--- config.mk ---
export PLATFORM = sky130hd
export DESIGN_NAME = lsdc_ctrl
export DESIGN_NICKNAME = d
export VERILOG_FILES = /design/src/lsdc_pkg.sv /design/src/lsdc_ctrl.sv
export SDC_FILE = /design/constraint.sdc
export NUM_CORES = 1
export LEC_CHECK = 0
export BUFFER_PORTS_ARGS = -buffer_cell sky130_fd_sc_hd__buf_2
export CAP_MARGIN = 10
export CORE_AREA = 2 2 44 46
export DETAILED_ROUTE_END_ITERATION = 16
export DIE_AREA = 0 0 46 48
export PLACE_DENSITY = 0.85
export SLEW_MARGIN = 20
export SYNTH_ARGS = -nofsm -noshare
export SYNTH_HDL_FRONTEND = slang
export SYNTH_SLANG_ARGS = --single-unit
--- constraint.sdc ---
create_clock -name aclk -period 1.7 [get_ports aclk]
set_input_delay 0 -clock aclk [delete_from_list [all_inputs] [get_ports aclk]]
set_output_delay 0 -clock aclk [all_outputs]
set_load 0.02 [all_outputs]
--- src/lsdc_pkg.sv ---
// Shared types, codes and calendar helper functions for the lunar/solar date converter.
package lsdc_pkg;

    // Result status codes.
    typedef enum logic [1:0] {
        ST_OK      = 2'd0,
        ST_INVALID = 2'd1,
        ST_RANGE   = 2'd2,
        ST_LOADED  = 2'd3
    } status_t;

    // Item kinds; the fourth code is answered as an invalid date.
    localparam logic [1:0] KIND_LOAD = 2'd0;
    localparam logic [1:0] KIND_S2L  = 2'd1;
    localparam logic [1:0] KIND_L2S  = 2'd2;

    // Configuration register indexes.
    localparam logic CFG_FIRST = 1'b0;
    localparam logic CFG_LAST  = 1'b1;

    localparam logic [11:0] FIRST_YEAR_RST = 12'd1901;
    localparam logic [11:0] LAST_YEAR_RST  = 12'd2099;

    // floor(y / 100) equals (y * 5243) >> 19 for every 13-bit y used here.
    localparam logic [12:0] DIV100_MUL = 13'd5243;

    typedef enum logic [3:0] {
        S_IDLE,
        S_CHECK,
        S_READ,
        S_VALID,
        S_PREV,
        S_FWD,
        S_BWD,
        S_LSUM,
        S_YLEN,
        S_YWAIT,
        S_MWALK,
        S_WEEK,
        S_FINISH
    } state_t;

    typedef struct packed {
        logic    capture;
        logic    wr_table;
        logic    ana_year;
        logic    load_w;
        logic    rd_prev;
        logic    init_fwd;
        logic    step_fwd;
        logic    res_fwd;
        logic    init_bwd;
        logic    load_prev;
        logic    step_bwd;
        logic    res_bwd;
        logic    init_lsum;
        logic    step_lsum;
        logic    roll_year;
        logic    step_mwalk;
        logic    res_solar;
        logic    calc_wd;
        logic    set_status;
        status_t status;
        logic    out_load;
    } cmd_t;

    typedef struct packed {
        logic [1:0] kind;
        logic       intab;
        logic       conv;
        logic       date_ok;
        logic       before_ny;
        logic       idx_zero;
        logic       fwd_done;
        logic       bwd_done;
        logic       lsum_done;
        logic       year_over;
        logic       mwalk_done;
        logic       out_free;
    } stat_t;

    function automatic logic [3:0] leap_of(input logic [23:0] w);
        logic [3:0] l;
        l = w[23:20];
        if (l >= 4'd1 && l <= 4'd12) begin
            return l;
        end
        return 4'd0;
    endfunction

    // Day offset of lunar new year from January 1.
    function automatic logic [5:0] ny_offset(input logic [23:0] w);
        logic [5:0] base;
        logic [4:0] dd;
        base = (w[6:5] == 2'd2) ? 6'd31 : 6'd0;
        dd   = (w[4:0] != 5'd0) ? (w[4:0] - 5'd1) : 5'd0;
        return base + {1'b0, dd};
    endfunction

    function automatic logic [4:0] slot_len(input logic [23:0] w, input logic [3:0] s);
        logic b;
        b = 1'b0;
        if (s >= 4'd1 && s <= 4'd13) begin
            b = w[5'd20 - {1'b0, s}];
        end
        return b ? 5'd30 : 5'd29;
    endfunction

    function automatic logic [3:0] slot_month(input logic [3:0] leap, input logic [3:0] s);
        return (leap != 4'd0 && s > leap) ? (s - 4'd1) : s;
    endfunction

    function automatic logic [8:0] cum_days(input logic [3:0] m);
        logic [8:0] c;
        case (m)
            4'd0:    c = 9'd0;
            4'd1:    c = 9'd31;
            4'd2:    c = 9'd59;
            4'd3:    c = 9'd90;
            4'd4:    c = 9'd120;
            4'd5:    c = 9'd151;
            4'd6:    c = 9'd181;
            4'd7:    c = 9'd212;
            4'd8:    c = 9'd243;
            4'd9:    c = 9'd273;
            4'd10:   c = 9'd304;
            4'd11:   c = 9'd334;
            4'd12:   c = 9'd365;
            default: c = 9'd0;
        endcase
        return c;
    endfunction

    function automatic logic [4:0] month_len(input logic [3:0] m, input logic leap);
        logic [4:0] len;
        case (m) inside
            4'd2:                       len = leap ? 5'd29 : 5'd28;
            4'd4, 4'd6, 4'd9, 4'd11:    len = 5'd30;
            default:                    len = 5'd31;
        endcase
        return len;
    endfunction

    function automatic logic [2:0] wd_month(input logic [3:0] m);
        logic [2:0] v;
        case (m)
            4'd1:    v = 3'd0;
            4'd2:    v = 3'd3;
            4'd3:    v = 3'd3;
            4'd4:    v = 3'd6;
            4'd5:    v = 3'd1;
            4'd6:    v = 3'd4;
            4'd7:    v = 3'd6;
            4'd8:    v = 3'd2;
            4'd9:    v = 3'd5;
            4'd10:   v = 3'd0;
            4'd11:   v = 3'd3;
            4'd12:   v = 3'd5;
            default: v = 3'd0;
        endcase
        return v;
    endfunction

    // Since 8 is 1 modulo 7, summing octal digits keeps the residue.
    function automatic logic [2:0] mod7(input logic [12:0] n);
        logic [5:0] s1;
        logic [3:0] s2;
        s1 = 6'(n[2:0]) + 6'(n[5:3]) + 6'(n[8:6]) + 6'(n[11:9]) + 6'(n[12]);
        s2 = 4'(s1[2:0]) + 4'(s1[5:3]);
        return (s2 >= 4'd7) ? 3'(s2 - 4'd7) : s2[2:0];
    endfunction

endpackage

--- src/lsdc_ctrl.sv ---
// Sequencing state machine of the lunar/solar date converter.
module lsdc_ctrl (
    input  logic           aclk,
    input  logic           aresetn,
    input  logic           s_valid,
    output logic           s_ready,
    input  lsdc_pkg::stat_t st,
    output lsdc_pkg::cmd_t  cmd
);

    lsdc_pkg::state_t state_reg, state_next;

    always_ff @(posedge aclk) begin
        if (!aresetn) begin
            state_reg <= lsdc_pkg::S_IDLE;
        end else begin
            state_reg <= state_next;
        end
    end

    always_comb begin
        state_next = state_reg;
        cmd        = '0;
        cmd.status = lsdc_pkg::ST_OK;
        s_ready    = 1'b0;
        case (state_reg)
            lsdc_pkg::S_IDLE: begin
                s_ready = 1'b1;
                if (s_valid) begin
                    cmd.capture = 1'b1;
                    state_next  = lsdc_pkg::S_CHECK;
                end
            end
            lsdc_pkg::S_CHECK: begin
                case (st.kind)
                    lsdc_pkg::KIND_LOAD: begin
                        cmd.wr_table   = st.intab;
                        cmd.set_status = 1'b1;
                        cmd.status     = st.intab ? lsdc_pkg::ST_LOADED : lsdc_pkg::ST_RANGE;
                        state_next     = lsdc_pkg::S_FINISH;
                    end
                    lsdc_pkg::KIND_S2L, lsdc_pkg::KIND_L2S: begin
                        if (!st.conv) begin
                            cmd.set_status = 1'b1;
                            cmd.status     = lsdc_pkg::ST_RANGE;
                            state_next     = lsdc_pkg::S_FINISH;
                        end else begin
                            cmd.ana_year = 1'b1;
                            state_next   = lsdc_pkg::S_READ;
                        end
                    end
                    default: begin
                        cmd.set_status = 1'b1;
                        cmd.status     = lsdc_pkg::ST_INVALID;
                        state_next     = lsdc_pkg::S_FINISH;
                    end
                endcase
            end
            lsdc_pkg::S_READ: begin
                cmd.load_w = 1'b1;
                state_next = lsdc_pkg::S_VALID;
            end
            lsdc_pkg::S_VALID: begin
                if (!st.date_ok) begin
                    cmd.set_status = 1'b1;
                    cmd.status     = lsdc_pkg::ST_INVALID;
                    state_next     = lsdc_pkg::S_FINISH;
                end else if (st.kind == lsdc_pkg::KIND_S2L) begin
                    if (!st.before_ny) begin
                        cmd.init_fwd = 1'b1;
                        state_next   = lsdc_pkg::S_FWD;
                    end else if (st.idx_zero) begin
                        cmd.set_status = 1'b1;
                        cmd.status     = lsdc_pkg::ST_RANGE;
                        state_next     = lsdc_pkg::S_FINISH;
                    end else begin
                        cmd.rd_prev  = 1'b1;
                        cmd.init_bwd = 1'b1;
                        state_next   = lsdc_pkg::S_PREV;
                    end
                end else begin
                    cmd.init_lsum = 1'b1;
                    state_next    = lsdc_pkg::S_LSUM;
                end
            end
            lsdc_pkg::S_PREV: begin
                cmd.load_prev = 1'b1;
                state_next    = lsdc_pkg::S_BWD;
            end
            lsdc_pkg::S_FWD: begin
                if (st.fwd_done) begin
                    cmd.res_fwd = 1'b1;
                    state_next  = lsdc_pkg::S_WEEK;
                end else begin
                    cmd.step_fwd = 1'b1;
                end
            end
            lsdc_pkg::S_BWD: begin
                if (st.bwd_done) begin
                    cmd.res_bwd = 1'b1;
                    state_next  = lsdc_pkg::S_WEEK;
                end else begin
                    cmd.step_bwd = 1'b1;
                end
            end
            lsdc_pkg::S_LSUM: begin
                if (st.lsum_done) begin
                    state_next = lsdc_pkg::S_YLEN;
                end else begin
                    cmd.step_lsum = 1'b1;
                end
            end
            lsdc_pkg::S_YLEN: begin
                cmd.roll_year = 1'b1;
                state_next    = lsdc_pkg::S_YWAIT;
            end
            lsdc_pkg::S_YWAIT: begin
                // The year analysis of the rolled year settles during this cycle.
                if (st.year_over) begin
                    cmd.set_status = 1'b1;
                    cmd.status     = lsdc_pkg::ST_RANGE;
                    state_next     = lsdc_pkg::S_FINISH;
                end else begin
                    state_next = lsdc_pkg::S_MWALK;
                end
            end
            lsdc_pkg::S_MWALK: begin
                if (st.mwalk_done) begin
                    cmd.res_solar = 1'b1;
                    state_next    = lsdc_pkg::S_WEEK;
                end else begin
                    cmd.step_mwalk = 1'b1;
                end
            end
            lsdc_pkg::S_WEEK: begin
                cmd.calc_wd    = 1'b1;
                cmd.set_status = 1'b1;
                cmd.status     = lsdc_pkg::ST_OK;
                state_next     = lsdc_pkg::S_FINISH;
            end
            lsdc_pkg::S_FINISH: begin
                if (st.out_free) begin
                    cmd.out_load = 1'b1;
                    state_next   = lsdc_pkg::S_IDLE;
                end
            end
            default: begin
                state_next = lsdc_pkg::S_IDLE;
            end
        endcase
    end

endmodule

After elaboration in Yosys (flattened, before gate mapping)
Index checks and enable logic that the tools add are counted.
{"block": "word_totals", "output_inout_bits": 23, "word_cells": 84, "regBits": 4, "in_bits": 16}
{"block": "op_classes", "reduce_logical": 4, "eq_ne": 20, "muxes": 59}
{"cell": "4-bit case mux with 13 select lines", "count": 1}
{"cell": "4-bit 2-to-1 mux", "count": 12}
{"cell": "1-bit 2-to-1 mux", "count": 30}
{"cell": "3-bit 2-to-1 mux", "count": 7}
{"cell": "4-bit equality test, second input constant", "count": 5}
{"cell": "4-bit by 3-bit equality test with 1-bit output, second input constant", "count": 4}
{"cell": "2-bit 2-to-1 mux", "count": 7}
{"cell": "2-bit inequality test, second input constant", "count": 6}
{"cell": "3-bit case mux with 4 select lines", "count": 1}
{"cell": "4-bit by 2-bit equality test with 1-bit output, second input constant", "count": 2}
{"cell": "3-bit case mux with 2 select lines", "count": 1}
{"cell": "6-bit AND reduction", "count": 1}
{"cell": "4-bit by 1-bit equality test with 1-bit output, second input constant", "count": 1}
{"cell": "4-bit logical NOT", "count": 1}
{"cell": "2-bit by 1-bit equality test with 1-bit output, second input constant", "count": 1}
{"cell": "2-bit equality test, second input constant", "count": 1}
{"cell": "2-bit logical NOT", "count": 1}
{"cell": "2-bit OR reduction", "count": 1}

Depth between registers and ports, before layout
Gate-level depths: netlist (run 1).
{"block": "depth", "ltp_word": 5, "mapped_depth": 6, "mapped_depth_nobuf": 6}

Worst setup path after synthesis (run 1)
OpenSTA, ideal clock, no wires.
{"block": "synth_path", "path_type": "reg2out", "startpoint": "register state_reg[0]", "endpoint": "output port cmd[1] (netlist bit)", "stages_incl_launch_ff": 4, "n_path_buf": 1, "t_arrival_ns": 1.835, "t_required_ns": 1.700, "setup_slack_ns": -0.135, "path_cell_list": "dfxtp_1 buf_2 nand2b_1 a2111oi_0"}
{"element": "from (decl)", "line_no": "lsdc_ctrl.sv:11", "rtl": "lsdc_pkg::state_t state_reg, state_next;"}
{"element": "from (signal assigned)", "line_no": "lsdc_ctrl.sv:15", "rtl": "state_reg <= lsdc_pkg::S_IDLE;"}
{"element": "from (signal assigned)", "line_no": "lsdc_ctrl.sv:17", "rtl": "state_reg <= state_next;"}
{"element": "to (decl)", "line_no": "lsdc_ctrl.sv:8", "rtl": "output lsdc_pkg::cmd_t cmd"}

==> impl_metrics.toml, run 1 <==
[outcome]
status = "completed"

[logic_synthesis]
syn_avg_cell_area_um2 = 6.912
ys_ff_latch = 4
ys_warn_count = 0
synth_nets = 122
yosysSeqAreaShare_pct = 11.25
synth.cell_area_um2 = 711.9
synth_edf_count = 0
async_reset_ff_share_pct = 0
synthFlopType = "dfxtp_1"
yosys.cell_types.count = 42
syn_inst = 103

[sta]
holdWs_ns = 0.01397
fin_crit_ns = 1.653
tightest_slew_ns = 0.4030
timing.final.hold_violations = 0
relSlewSlack_pct = 73.13
setup_viol = 0
finalSetupTns_ns = 0
max_freq_mhz = 604.9
fin_skew_ns = 0.006144
period_share_pct = 97.25
rsz0062_at_grt = "no"
finalMaxSlewViolations = 0

[grt]
grt_usage_pct = 19.13
grt-ovfl-total = 0
grt_pass1_wl_um = 3153
grt_start_max_net_pins = 26
grt_pass1_vias = 801
antenna_found_initial = 0

[critical_path]
crit_slowest_cell = "or4_4"
critPathLaunchType = "flip-flop"
cp_num_buf_inv = 2
crit_type = "flip-flop to output port"
required_ns = 1.70
max_stage_delay_ns = 0.53
path_max_fanout = 7
crit_family = "simple AND/OR/NAND/NOR gates"
endpoint_kind = "output port"
cp_cell_sequence = "buf_4, or4_4, a21oi_2, a211oi_1, buf_2"
arrival_ns = 1.65

[power_and_ir_drop]
power_leakage_nw = 0.5135
power_density_nw_per_um2 = 1578
ir_drop_v = 0.0006011

[drt]
dr_total_vias = 946
wl_per_cell_um = 13.48
drtIter0Drc = 30
postRouteAntennaNets = 0
dr.pass1.iters = 4
wirelength_um = 2197
vias_per_cell = 5.804
drc = 0

[clock_tree]
cts_num_sinks = 4
htree_levels = 1
clock_latency_ns = 0.25
clk_pin_slew_ns = 0.04
hold_buffers = 0
clock_path_buffers = 2
cts_root_buf = "clkbuf_4"
cts-buffers-inserted = 3
tritoncts = "built"

[cells_and_area]
final_cell_mix = "buf_2 (38), buf_4 (9), nor2_1 (8), nand2_1 (7)"
fin_util_pct = 60.81
mostFrequentLayoutCell = "buf_2"
largest_reg_flops = 4
finalNetCount = 167
drive_gt1_share_pct = 43.15
area_growth_pct = 44.29
n_antenna_cell = 0

[die]
die_x_um = 46
initial_utilization_pct = 42.15
core_um2 = 1689
io_pins = 39
die_h_um = 48
rows = 15
die_area_um2 = 2208

[job]
maxCapViolCount = 0

[worst_hold_path]
hold_path.class = "input pin to flip-flop"

[placed_design]
gp_congestion = 0.7968
dp_hpwl_um = 1622
io_buffers = 38
[cell families after synthesis]
group | share of synthesized area (%)
compound gates | 28.47
fa+ha+maj | 5.273
buf+inv | 9.490
flops | 11.25
simple gates | 45.52
[report_power, final]
group	internal, mW	switching [mW]
registers	0.156	0.0872
logic	0.547	0.707
clock network	0.0794	0.0450
[cells in the mapped netlist (2+ instances only)]
master	instances	share of area (%)
a211oi_1	2	2.1
o21ai_0	4	2.8
buf_2	6	4.2
nor3b_1	4	4.2
nor3_1	6	4.2
inv_1	6	3.2
ha_1	3	5.3
nand2b_1	6	5.3
nand2_1	7	3.7
nor2b_1	4	3.5
a21oi_1	4	2.8
a21o_1	3	3.2
nand3_1	3	2.1
dfxtp_1	4	11
a31oi_1	2	1.8
nor4_1	4	3.5
and2_1	3	2.6
nor2_1	8	4.2
[per-layer routing]
metal | wire [um] | global-route usage, % | part of all wire [%]
met5 | 0 | 0 | 0
met2 | 1106 | 33.89 | 50
met3 | 127 | 3.019 | 5.8
met1 | 951 | 23.73 | 43
met4 | 12 | 5.714 | 0.55
[per-stage QoR]
stage / cell area (um^2) / total power [mW] / cells / setup slack, ns
after floorplan: 726.9 / 1.031 / 103 / 0.02203
after global placement: 957.2 / 1.338 / 158 / 0.1563
after detailed placement: 957.2 / 1.377 / 158 / 0.08475
after CTS: 987.2 / 1.519 / 161 / 0.01406
after global routing: 1027 / 1.740 / 163 / 0.007758
final: 1027 / 1.621 / 163 / 0.04682
[final cells by class]
type / instances / area, um^2
Fill cell: 160 / 661.9
Multi-Input combinational cell: 84 / 599.3
Timing Repair Buffer: 48 / 269.0
Sequential cell: 4 / 88.84
Inverter: 7 / 26.28
Clock buffer: 3 / 22.52
Tap cell: 17 / 21.27
[path summary, 6_finish.rpt]
path / start / cells past startpoint / to / slack (ns)
max: state_reg[1]$_SDFFE_PN0P_ / 5 / cmd[3] / 0.05
min: aresetn / 2 / state_reg[2]$_SDFFE_PN0P_ / 0.01
max reg2reg: state_reg[3]$_SDFFE_PN0P_ / 5 / state_reg[1]$_SDFFE_PN0P_ / 0.12
min reg2reg: state_reg[1]$_SDFFE_PN0P_ / 2 / state_reg[1]$_SDFFE_PN0P_ / 0.75
[timing repair]
item / 4_1_cts / 5_1_grt
pin swaps: 1 / 2
resized for setup: 4 / 7
setup endpoints to repair: 6 / 5
setup buffers: 0 / 2
(Power assumes the default switching activity.)
==> inputs of run 2 (changes only) <==
REMOVE_ABC_BUFFERS = 1   (was default)
==> impl_metrics.toml, run 2 (same netlist as run 1, synthesis figures left out) <==
[outcome]
status = "completed"

[cells_and_area]
finalNetCount = 164
mostFrequentLayoutCell = "buf_2"
finalInstanceArea_um2 = 987.2
n_antenna_cell = 0
largest_reg_flops = 4
fin_util_pct = 58.44
final_cell_mix = "buf_2 (38), nor2_1 (8), nand2_1 (7), buf_4 (7)"
area_growth_pct = 38.66
drive_gt1_share_pct = 40.56

[die]
io_pins = 39
rows = 15
die_area_um2 = 2208
die_x_um = 46
die_h_um = 48
core_um2 = 1689
initial_utilization_pct = 42.15

[placed_design]
gp_congestion = 0.8725
dp_hpwl_um = 1773
place_area_um2 = 942.2
io_buffers = 38

[drt]
dr.pass1.iters = 4
drc = 0
vias_per_cell = 6.031
postRouteAntennaNets = 0
dr_total_vias = 965
wl_per_cell_um = 14.04
wirelength_um = 2247
drtIter0Drc = 29

[critical_path]
crit_family = "simple AND/OR/NAND/NOR gates"
crit_slowest_cell = "or4_1"
required_ns = 1.70
r2r_end = "state_reg[1]$_SDFFE_PN0P_"
endpoint_kind = "output port"
critPathLaunchType = "flip-flop"
r2r_start = "state_reg[2]$_SDFFE_PN0P_"
path_max_fanout = 22
reg2regPathDepth = 4
cp_num_buf_inv = 1
crit_type = "flip-flop to output port"
rrSetupSlack_ns = 0.12
max_stage_delay_ns = 0.55
cp_cell_sequence = "or4_1, a21oi_2, a211oi_1, buf_2"
arrival_ns = 1.60

[sta]
setup_viol = 0
holdWs_ns = 0.02899
fin_crit_ns = 1.604
period_share_pct = 94.32
finalMaxSlewViolations = 0
tightest_slew_ns = 0.4333
max_freq_mhz = 623.6
fin_skew_ns = 0.007989
rsz0062_at_grt = "no"
relSlewSlack_pct = 71.12
timing.final.hold_violations = 0

[power_and_ir_drop]
finalPower_mw = 1.510
power_density_nw_per_um2 = 1530
ir_drop_v = 0.0007414
power_leakage_nw = 0.4921

[worst_hold_path]
hold_start = "aresetn"
holdPathStages = 2
hold_path.class = "input pin to flip-flop"
holdPathEnd = "state_reg[1]$_SDFFE_PN0P_"

[clock_tree]
clock_latency_ns = 0.25
cts-buffers-inserted = 3
clk_pin_slew_ns = 0.04
tritoncts = "built"
htree_levels = 1
cts_root_buf = "clkbuf_4"
clock_path_buffers = 2
cts_setup_buffers = 0
cts_num_sinks = 4
hold_buffers = 0

[grt]
grt_usage_pct = 21.77
antenna_found_initial = 0
grt_start_max_net_pins = 23
grt_pass1_vias = 830
grt_pass1_wl_um = 3505
grt-ovfl-total = 0

[job]
maxCapViolCount = 0
[run 2: changes by cell type in the layout (fill, tap and decap cells not counted), sizes merged]
cell,delta
buf,-3
[run 2: timing repair]
action | in CTS | in global routing
hold endpoints to repair | 0 | 0
pin swaps | 0 | 2
resized for setup | 5 | 5
endpoints found under the setup margin | 6 | 5
[run 2: worst max-delay path by stage]
stage | slack [ns] | depth (start not counted) | from | to
after floorplan | -0.17 | 2 | state_reg[1]$_SDFFE_PN0P_ | cmd[1]
after global placement | 0.20 | 5 | state_reg[1]$_SDFFE_PN0P_ | state_reg[1]$_SDFFE_PN0P_
after detailed placement | 0.11 | 4 | state_reg[2]$_SDFFE_PN0P_ | state_reg[1]$_SDFFE_PN0P_
after CTS | 0.03 | 6 | state_reg[0]$_SDFFE_PN0P_ | cmd[2]
after global routing | 0.01 | 6 | state_reg[0]$_SDFFE_PN0P_ | cmd[2]
final | 0.1 | 4 | state_reg[1]$_SDFFE_PN0P_ | cmd[3]
[run 2: where the power goes]
group | internal [mW] | total [mW] | leakage (nW) | switching [mW]
clock | 0.0796 | 0.129 | 0.0138 | 0.0491
combinational | 0.471 | 1.10 | 0.444 | 0.633
sequential | 0.153 | 0.276 | 0.0342 | 0.123
[run 2: area by class of cell]
type                    count  area, um^2
well taps                  17       21.27
clock buffers               3       22.52
multi-input cells          84       586.8
repair buffers             45       242.7
inverters                   7       26.28
flip-flops and latches      4       87.58
fillers                   176       701.9
[run 2: worst register-to-register path, cell delays in order (launching register included)]
cell       delay [ns]
dfxtp_1          0.45
nand2_2          0.15
a2111oi_4        0.49
nor4bb_1         0.12
o221a_1          0.26
[run 2: metrics by stage]
step	TNS (ns)	std cells	setup WS, ns
after floorplan	-0.7654	95	-0.1728
after global placement	0	158	0.1956
after detailed placement	0	158	0.1122
after CTS	0	160	0.03191
after global routing	0	160	0.009652
final	0	160	0.09650
[run 2: routing by layer]
metal	vias up	part of all wire [%]	global-route usage, %
met5	-	0	0
met4	0	3.2	11.43
met3	11	8.2	5.660
met2	48	50	38.61
met1	444	39	23.73
li1	462	-	-
==> inputs of run 3 (changes only) <==
ABC_AREA = 1   (was default)
CORE_AREA = 2 2 43 45   (was 2 2 44 46)
DIE_AREA = 0 0 45 47   (was 0 0 46 48)
==> impl_metrics.toml, run 3 <==
[logic_synthesis]
syn_inst = 134
synth_edf_count = 0
yosys-top-cells-area = "nand2_1 (22%), inv_1 (16%), dfxtp_1 (12%), nor2_1 (11%), nand3_1 (6.7%)"
synthTopCellsByCount = "nand2_1 (40), inv_1 (29), nor2_1 (20)"
yosysSeqAreaShare_pct = 11.99
synth_largest_area_cell = "nand2_1"
synth_top_area_share_pct = 22.47
syn_avg_cell_area_um2 = 4.986
ys_ff_latch = 4
yosys.cell_types.count = 19
synth.cell_area_um2 = 668.1
synthFlopType = "dfxtp_1"
async_reset_ff_share_pct = 0
yosysMostFrequentCell = "nand2_1"
ys_warn_count = 0

[sta]
setup_viol = 0
tightest_slew_ns = 0.3361
max_freq_mhz = 658.8
relSlewSlack_pct = 77.51
fin_skew_ns = 0.006792
fin_crit_ns = 1.518
period_share_pct = 89.29
timing.final.hold_violations = 0
rsz0062_at_grt = "no"
finalMaxSlewViolations = 0
finalSetupTns_ns = 0

[drt]
wl_met1_um = 818
wl_per_cell_um = 10.16
wl_met2_um = 942
dr_total_vias = 939
wirelength_um = 1941
dr.pass1.iters = 4
drtIter0Drc = 17
drc = 0
wl_met3_um = 127
postRouteAntennaNets = 0
vias_per_cell = 4.916
top_layer = "met4"

[die]
io_pins = 39
die_x_um = 45
initial_utilization_pct = 40.45
core_um2 = 1652
die_h_um = 47
die_area_um2 = 2115
rows = 15

[critical_path]
startpoint = "state_reg[3]$_SDFFE_PN0P_"
rrSetupSlack_ns = 0.27
r2r_start = "state_reg[1]$_SDFFE_PN0P_"
crit_slowest_cell = "dfxtp_1"
critPathCapture = "cmd[3]"
max_stage_delay_ns = 0.45
cp.depth = 6
cpMostUsedCell = "nand2_1"
crit_family = "simple AND/OR/NAND/NOR gates"
cp_num_buf_inv = 1
cp_cell_sequence = "nand2_1, nor2_1, nand2_1, o21ai_0, nand3b_1, buf_2"
reg2regPathDepth = 8
required_ns = 1.70
arrival_ns = 1.52
r2r_end = "state_reg[0]$_SDFFE_PN0P_"
crit_type = "flip-flop to output port"
critPathLaunchType = "flip-flop"
path_max_fanout = 5
endpoint_kind = "output port"

[clock_tree]
tritoncts = "built"
post_cts_resized = 0
clock_latency_ns = 0.24
cts_root_buf = "clkbuf_4"
htree_levels = 1
clock_path_buffers = 2
cts-buffers-inserted = 3
cts_setup_buffers = 0
clk_pin_slew_ns = 0.04
hold_buffers = 0
cts_num_sinks = 4

[grt]
antenna_found_initial = 0
grt_pass1_wl_um = 2898
grt_start_max_net_pins = 8
grt-ovfl-total = 0
grt_usage_pct = 18.57
grt_pass1_vias = 751

[power_and_ir_drop]
power_density_nw_per_um2 = 1423
ir_drop_v = 0.0006636
finalPower_mw = 1.278
power_leakage_nw = 0.6526

[placed_design]
place_area_um2 = 872.1
gp_congestion = 0.8895
dp_hpwl_um = 1624
io_buffers = 38

[cells_and_area]
fin_util_pct = 54.39
largest_reg_flops = 4
final_cell_mix = "nand2_1 (40), buf_2 (38), inv_1 (29), nor2_1 (19), nand3_1 (9)"
mostFrequentLayoutCell = "nand2_1"
area_growth_pct = 34.46
drive_gt1_share_pct = 31.03
finalNetCount = 195
finalInstanceArea_um2 = 898.4
n_antenna_cell = 0

[worst_hold_path]
hold_path.class = "input pin to flip-flop"
hold_start = "aresetn"

[outcome]
status = "completed"

[job]
maxCapViolCount = 0
-- run 3: cell count changes after synthesis, sizes merged, moves of 4 or more --
cell,change
nor2,+17
nor2b,-4
inv,+25
nand2b,-6
nand3,+7
nor4,-4
buf,-6
nand2,+34
-- run 3: worst min path at each step --
stage	to	cells after the start
2_1_floorplan	cmd[16]	1
3_3_place_gp	cmd[16]	3
3_5_place_dp	cmd[16]	3
4_1_cts	state_reg[1]$_SDFFE_PN0P_	3
5_1_grt	state_reg[1]$_SDFFE_PN0P_	3
6_report	state_reg[1]$_SDFFE_PN0P_	3
-- run 3: worst min-delay path, delay by kind of cell --
| family | cells | cell delay, ns |
|---|---|---|
| buffers and inverters | 2 | 0.13 |
| AO/OA/AOI/OAI | 1 | 0.10 |
-- run 3: power breakdown --
part | switching, mW | internal (mW)
Clock | 0.0411 | 0.0791
Combinational | 0.643 | 0.301
Sequential | 0.0743 | 0.140
-- run 3: per-layer routing --
metal	up-vias	GRT usage, %
met5	-	0
met4	0	6.471
met3	10	4.231
met2	45	32.86
met1	398	22.07
li1	486	-
-- run 3: final cells by class --
class                      count  area, um^2
sequential                     4       81.33
inverter                      32       120.1
fill                         180       753.2
multi-input combinational     97       462.9
timing repair buffer          38       190.2
clock buffer                   3       22.52
tap                           17       21.27
-- run 3: cells by family (layout without fill, tap and decap cells) --
logic type / after synthesis / in the layout / synth area share, %
adders and majority gates: 3 / 3 / 5.619
DFF: 4 / 4 / 11.99
and+or+nand+nor: 83 / 83 / 54.68
AOI/OAI and AO/OA: 11 / 11 / 8.615
buffers and inverters: 33 / 73 / 19.10
-- run 3: per-stage QoR --
stage | hold slack, ns | setup WS [ns] | cells
6_report | 0.03813 | 0.1820 | 191
5_1_grt | 0.07461 | 0.03792 | 191
4_1_cts | 0.03253 | 0.08982 | 191
3_5_place_dp | 0.2784 | 0.2958 | 188
3_3_place_gp | 0.2684 | 0.2988 | 188
2_1_floorplan | 0.08276 | 0.1012 | 133
